## src/sv/cdvn_pkg.sv

```systemverilog
`timescale 1ns / 1ps
// ============================================================================
// cdvn_pkg
// Shared constants, register indexes and hash helpers for the cloud density
// value noise block.
// ============================================================================
package cdvn_pkg;

   // Default lattice fraction width.
   localparam int CDVN_FRAC_BITS = 16;

   // Operand width of the shared signed multiplier.
   localparam int CDVN_MUL_W = 34;

   // Configuration port widths.
   localparam int CDVN_CSR_IDX_W  = 4;
   localparam int CDVN_CSR_DATA_W = 32;

   // Configuration register indexes.
   localparam logic [CDVN_CSR_IDX_W-1:0] CSR_WIND_X = 4'd0;
   localparam logic [CDVN_CSR_IDX_W-1:0] CSR_WIND_Z = 4'd1;
   localparam logic [CDVN_CSR_IDX_W-1:0] CSR_SCALE  = 4'd2;
   localparam logic [CDVN_CSR_IDX_W-1:0] CSR_SEED   = 4'd3;

   // Register reset values.
   localparam logic [23:0] WIND_X_RESET = 24'd131072;
   localparam logic [23:0] WIND_Z_RESET = 24'd39322;
   localparam logic [23:0] SCALE_RESET  = 24'd349525;
   localparam logic [31:0] SEED_RESET   = 32'd1;
   localparam logic [16:0] COVER_RESET  = 17'd26214;

   // Request kinds.
   localparam logic REQ_TICK  = 1'b0;
   localparam logic REQ_QUERY = 1'b1;

   // Hash constants.
   localparam logic [31:0] HASH_MUL_X = 32'd374761393;
   localparam logic [31:0] HASH_MUL_Y = 32'd668265263;
   localparam logic [31:0] HASH_MUL_S = 32'd362437;
   localparam logic [31:0] HASH_MIX   = 32'd1274126177;
   localparam logic [31:0] OCT2_SEED_ADD = 32'd7;

   // Octave and density constants.
   localparam logic [17:0] OCT2_MUL    = 18'd150733;
   localparam logic [15:0] WEIGHT_LO   = 16'd42598;
   localparam logic [15:0] WEIGHT_HI   = 16'd22938;
   localparam logic [16:0] COVER_BASE  = 17'd22938;
   localparam logic [15:0] COVER_SPAN  = 16'd36044;
   localparam logic [15:0] THRESH_BASE = 16'd49152;
   localparam logic [15:0] BAND_WIDTH  = 16'd13107;
   localparam logic [16:0] ONE_Q16     = 17'd65536;

   // First mixing step of the corner hash, ahead of the multiply.
   function automatic logic [31:0] hash_premix(input logic [31:0] h);
      return h ^ (h >> 13);
   endfunction

   // Final folding step of the corner hash, 24 bits kept.
   function automatic logic [23:0] hash_fold(input logic [31:0] h);
      logic [31:0] f;
      f = h ^ (h >> 16);
      return f[23:0];
   endfunction

endpackage

```

## src/sv/cdvn_mul.sv

```systemverilog
`timescale 1ns / 1ps
// ============================================================================
// cdvn_mul
// Shared signed multiplier with a registered product. Every multiply of the
// block goes through this unit, one product per cycle.
// ============================================================================
module cdvn_mul #(
   parameter int OP_W = cdvn_pkg::CDVN_MUL_W
) (
   input  logic                     clock,
   input  logic signed [OP_W-1:0]   op_a,
   input  logic signed [OP_W-1:0]   op_b,
   output logic signed [2*OP_W-1:0] product
);

   logic signed [2*OP_W-1:0] product_ff;

   // Product register: result is available in the cycle after the operands.
   always_ff @(posedge clock) begin
      product_ff <= op_a * op_b;
   end

   assign product = product_ff;

endmodule

```

## config.mk

```make
export PLATFORM = sky130hd
export DESIGN_NAME = cdvn_mul
export DESIGN_NICKNAME = d
export VERILOG_FILES = /design/src/sv/cdvn_pkg.sv /design/src/sv/cdvn_mul.sv
export SDC_FILE = /design/constraint.sdc
export NUM_CORES = 2
export LEC_CHECK = 0
export BUFFER_PORTS_ARGS = -buffer_cell sky130_fd_sc_hd__buf_2
export CAP_MARGIN = 20
export CORE_MARGIN = 5
export CORE_UTILIZATION = 60
export DETAILED_ROUTE_END_ITERATION = 16
export GPL_TIMING_DRIVEN = 0
export PLACE_DENSITY = 0.77
export SLEW_MARGIN = 20
export SYNTH_ARGS = -nofsm -noshare
export SYNTH_HDL_FRONTEND = slang
export SYNTH_SLANG_ARGS = --single-unit
```

## constraint.sdc

```tcl
create_clock -name clock -period 14.3 [get_ports clock]
set_input_delay 0.715 -clock clock [delete_from_list [all_inputs] [get_ports clock]]
set_output_delay 0.715 -clock clock [all_outputs]
set_load 0.01 [all_outputs]
```

Yosys cells after proc, flatten, opt, wreduce, memory -nomap -nowiden

Cells that the tools add are included.

Multipliers: 1

Operators with widths:

| cell           | number |
|---|---|
| $mul 34x34->68 | 1 |

Bits in registers: 68
Output and inout port bits: 68
Logic and storage cells: 2

Longest topological paths before layout

Depth after elaboration: 1
Gate-level depth with buffers: 31

Least setup slack after synthesis

OpenSTA, ideal clock, no wires.

Path kind: input to register
Start: input op_a[33]
End: register product_ff[65] (netlist: product[65])
Path buffers: 2
Path slack: 6.095 ns
Stages on the path: 24
Data arrival time: 8.133 ns
Cells stage by stage: clkbuf_1 > nand2_1 > inv_1 > fa_1 > fa_1 > fa_1 > fa_1 > inv_1 > fa_1 > fa_1 > fa_1 > fa_1 > inv_1 > ha_1 > clkdlybuf4s50_2 > nand3_1 > or2_2 > nor2_1 > a221oi_1 > o21ai_0 > a31oi_2 > nor2_2 > o41ai_2 > xnor2_1

Longest elaborated chain between the ends: 1

RTL lines:

| what                 | RTL line       | text |
|---|---|---|
| start, declared      | cdvn_mul.sv:11 | `input logic signed [OP_W-1:0] op_a,` |
| $mul 34x34->68       | cdvn_mul.sv:20 | `product_ff <= op_a * op_b;` |
| end signal, assigned | cdvn_mul.sv:20 |  |
| end, declared        | cdvn_mul.sv:16 | `logic signed [2*OP_W-1:0] product_ff;` |

Every way passes these cells.

Worst setup path in the final report

Start: input op_b[4]
End: register product_ff[67] (netlist: product[67])

Longest elaborated chain between the ends: 1

RTL lines:

| what            | RTL line       | text |
|---|---|---|
| start, declared | cdvn_mul.sv:12 | `input logic signed [OP_W-1:0] op_b,` |
| $mul 34x34->68  | cdvn_mul.sv:20 |  |

Every way passes these cells.

==> impl_metrics.yaml <==
logic_synthesis:
  syn_area_um2: 43000
  synth.avg_cell_area_um2: 9.45
  yosysTopAreaCell: "fa_1"
  synth_ff_type: "dfxtp_1"
  synth-seq-cells: 68
  netlist.area_leader.share_pct: 57.7
  syn_inst: 4554
  synth-async-reset-ratio_pct: 0
  synth_edf_count: 0
  yosysUniqueCellTypes: 69
  yosysSeqAreaShare_pct: 3.16
  synthTopCellsByCount: "1241 x fa_1, 1231 x inv_1, 621 x and2_1"
  synth_nets: 6068
  ys_top_cells_by_area: "fa_1 58%, inv_1 11%, and2_1 9.0%, ha_1 5.9%, nand2_1 4.7%"
  yosysWarningCount: 0
  yosysMostFrequentCell: "fa_1"
timing:
  fmax_mhz: 100
  setup_viol: 0
  setup_tns_ns: 0
  slew_violations: 0
  hold_viol_final: 0
  min_period_ns: 9.95
  rsz0062_at_grt: "no"
  fin_crit_sh_pct: 69.6
  slew_headroom_pct: 15.4
  worst_pin_slew_ns: 1.27
floorplan:
  rows: 98
  die_x_um: 278
  ios: 137
  start_util_pct: 60.3
  die_h_um: 278
  dieArea_um2: 77200
  core_area_um2: 71400
placement:
  placedCellCount: 5635
  hpwl_um: 133000
  io_buffers: 130
  gp_congestion: 1.09
global_routing:
  antenna_found_initial: 26
  grt_pass1_wl_um: 233000
  grt_usage_pct: 42.0
  grt_pass1_vias: 35700
  grt_overflow: 0
  grt_max_degree: 18
drt:
  wl_per_cell_um: 28.0
  firstDrtPassIters: 5
  drtAntennaViolNets: 0
  finalWirelength_um: 159000
  drtIter0Drc: 3111
  vias: 33300
  drc: 0
  avgViaCountPerCell: 5.86
cts:
  cts_resized: 0
  cts_tree: "built"
  htree_levels: 3
  clkSinkCount: 68
  cts_root_buf: "clkbuf_16"
  clockBufferDepth: 2
  cts_buffers: 9
  post_cts_buffers: 0
  path_clk_slew_ns: 0.09
  cts_hold_buf: 0
cells_and_area:
  fin_util_pct: 63.5
  drive_gt1_share_pct: 4.28
  area_growth_pct: 5.28
  nets: 6210
  largest_register_ff_count: 68
  fin_cells: 5680
worst_setup_path:
  critPathTopFamily: "adder cells"
  endpoint_kind: "register"
  timing_worst_setup_path_type: "in2reg"
  slowest_delay_ns: 0.84
  cp_common_cell: "fa_1"
  cpMaxStageDelayCell: "clkbuf_1"
  worst-endpoint-arrival_ns: 10.25
  worst-path-max-fanout: 10
  worst_setup_path_start_kind: "input pin"
  cp_num_buf_inv: 6
  worst_ep_required_time_ns: 14.59
  crit_chain: "clkbuf_1 > clkbuf_1 > nand2_1 > fa_1 > fa_1 > inv_1 > fa_1 > inv_1 > fa_1 > fa_1 > inv_1 > fa_1 > fa_1 > fa_1 > ha_1 > clkbuf_1 > nand4_1 > nor4_1 > a211oi_2 > o21ai_4 > a31oi_2 > o21ai_0 > a21oi_1 > xnor2_1"
hold_path:
  hold_class: "in2reg"
outcome:
  status: "finished, final reports clean"
flow_run:
  maxCapViolations: 0
==> layout by cell type (no fill, tap or decap), types with 23 or more instances in the layout <==
cell         n
a21o_1      37
a21oi_1     61
and2_1     621
buf_2      132
clkbuf_1   208
dfxtp_1     68
diode_2     29
fa_1      1239
ha_1       203
inv_1     1230
nand2_1    542
nor2_1      54
o21ai_0     31
xnor2_1     56
xor2_1      23
==> metrics by stage <==
step                      area [um^2]  setup WS [ns]  hold slack [ns]
after floorplan                 43000           6.09            0.842
after global placement          44900           3.97             1.11
after detailed placement        44900           4.17             1.11
after CTS                       45200           4.59            0.730
after global routing            45200           4.16            0.761
final                           45300           4.35            0.762
==> cell type report <==
| type | count | area [um^2] |
|---|---|---|
| diodes | 29 | 72.6 |
| clock buffers | 9 | 225 |
| plain buffers | 228 | 908 |
| inverters | 1232 | 4620 |
| multi-input cells | 3026 | 36100 |
| flip-flops and latches | 68 | 1360 |
| repair buffers | 131 | 671 |
| clock inverters | 7 | 98.8 |
| well taps | 950 | 1190 |
| fillers | 6142 | 26100 |
==> metal layers <==
layer	GRT usage (%)	vias up	wire length [um]
met2	63.2	2317	70000
met4	26.0	10	12900
met5	0	-	68
li1	-	13100	-
met3	14.0	660	20500
met1	52.9	17200	55400
==> worst paths after layout <==
check	startpoint	to	slack [ns]	cells after the start
setup / recovery	op_b[4]	product[67]	4.35	24
hold / removal	op_a[0]	product[0]	0.76	2
==> cells by family (layout without fill, tap and decap cells) <==
logic type / after synthesis / after routing / share of synthesized area [%]
buffers and inverters: 1460 / 1607 / 12.8
adder cells (fa/ha/maj): 1445 / 1445 / 63.7
AND/OR/NAND/NOR: 1296 / 1296 / 15.4
AO/OA/AOI/OAI: 206 / 206 / 3.35
XOR/XNOR: 79 / 79 / 1.61
flip-flops: 68 / 68 / 3.16
other: 0 / 29 / 0
Power is not shown: default switching activity piles up to over one toggle a cycle in this logic, so the estimate is an artifact.
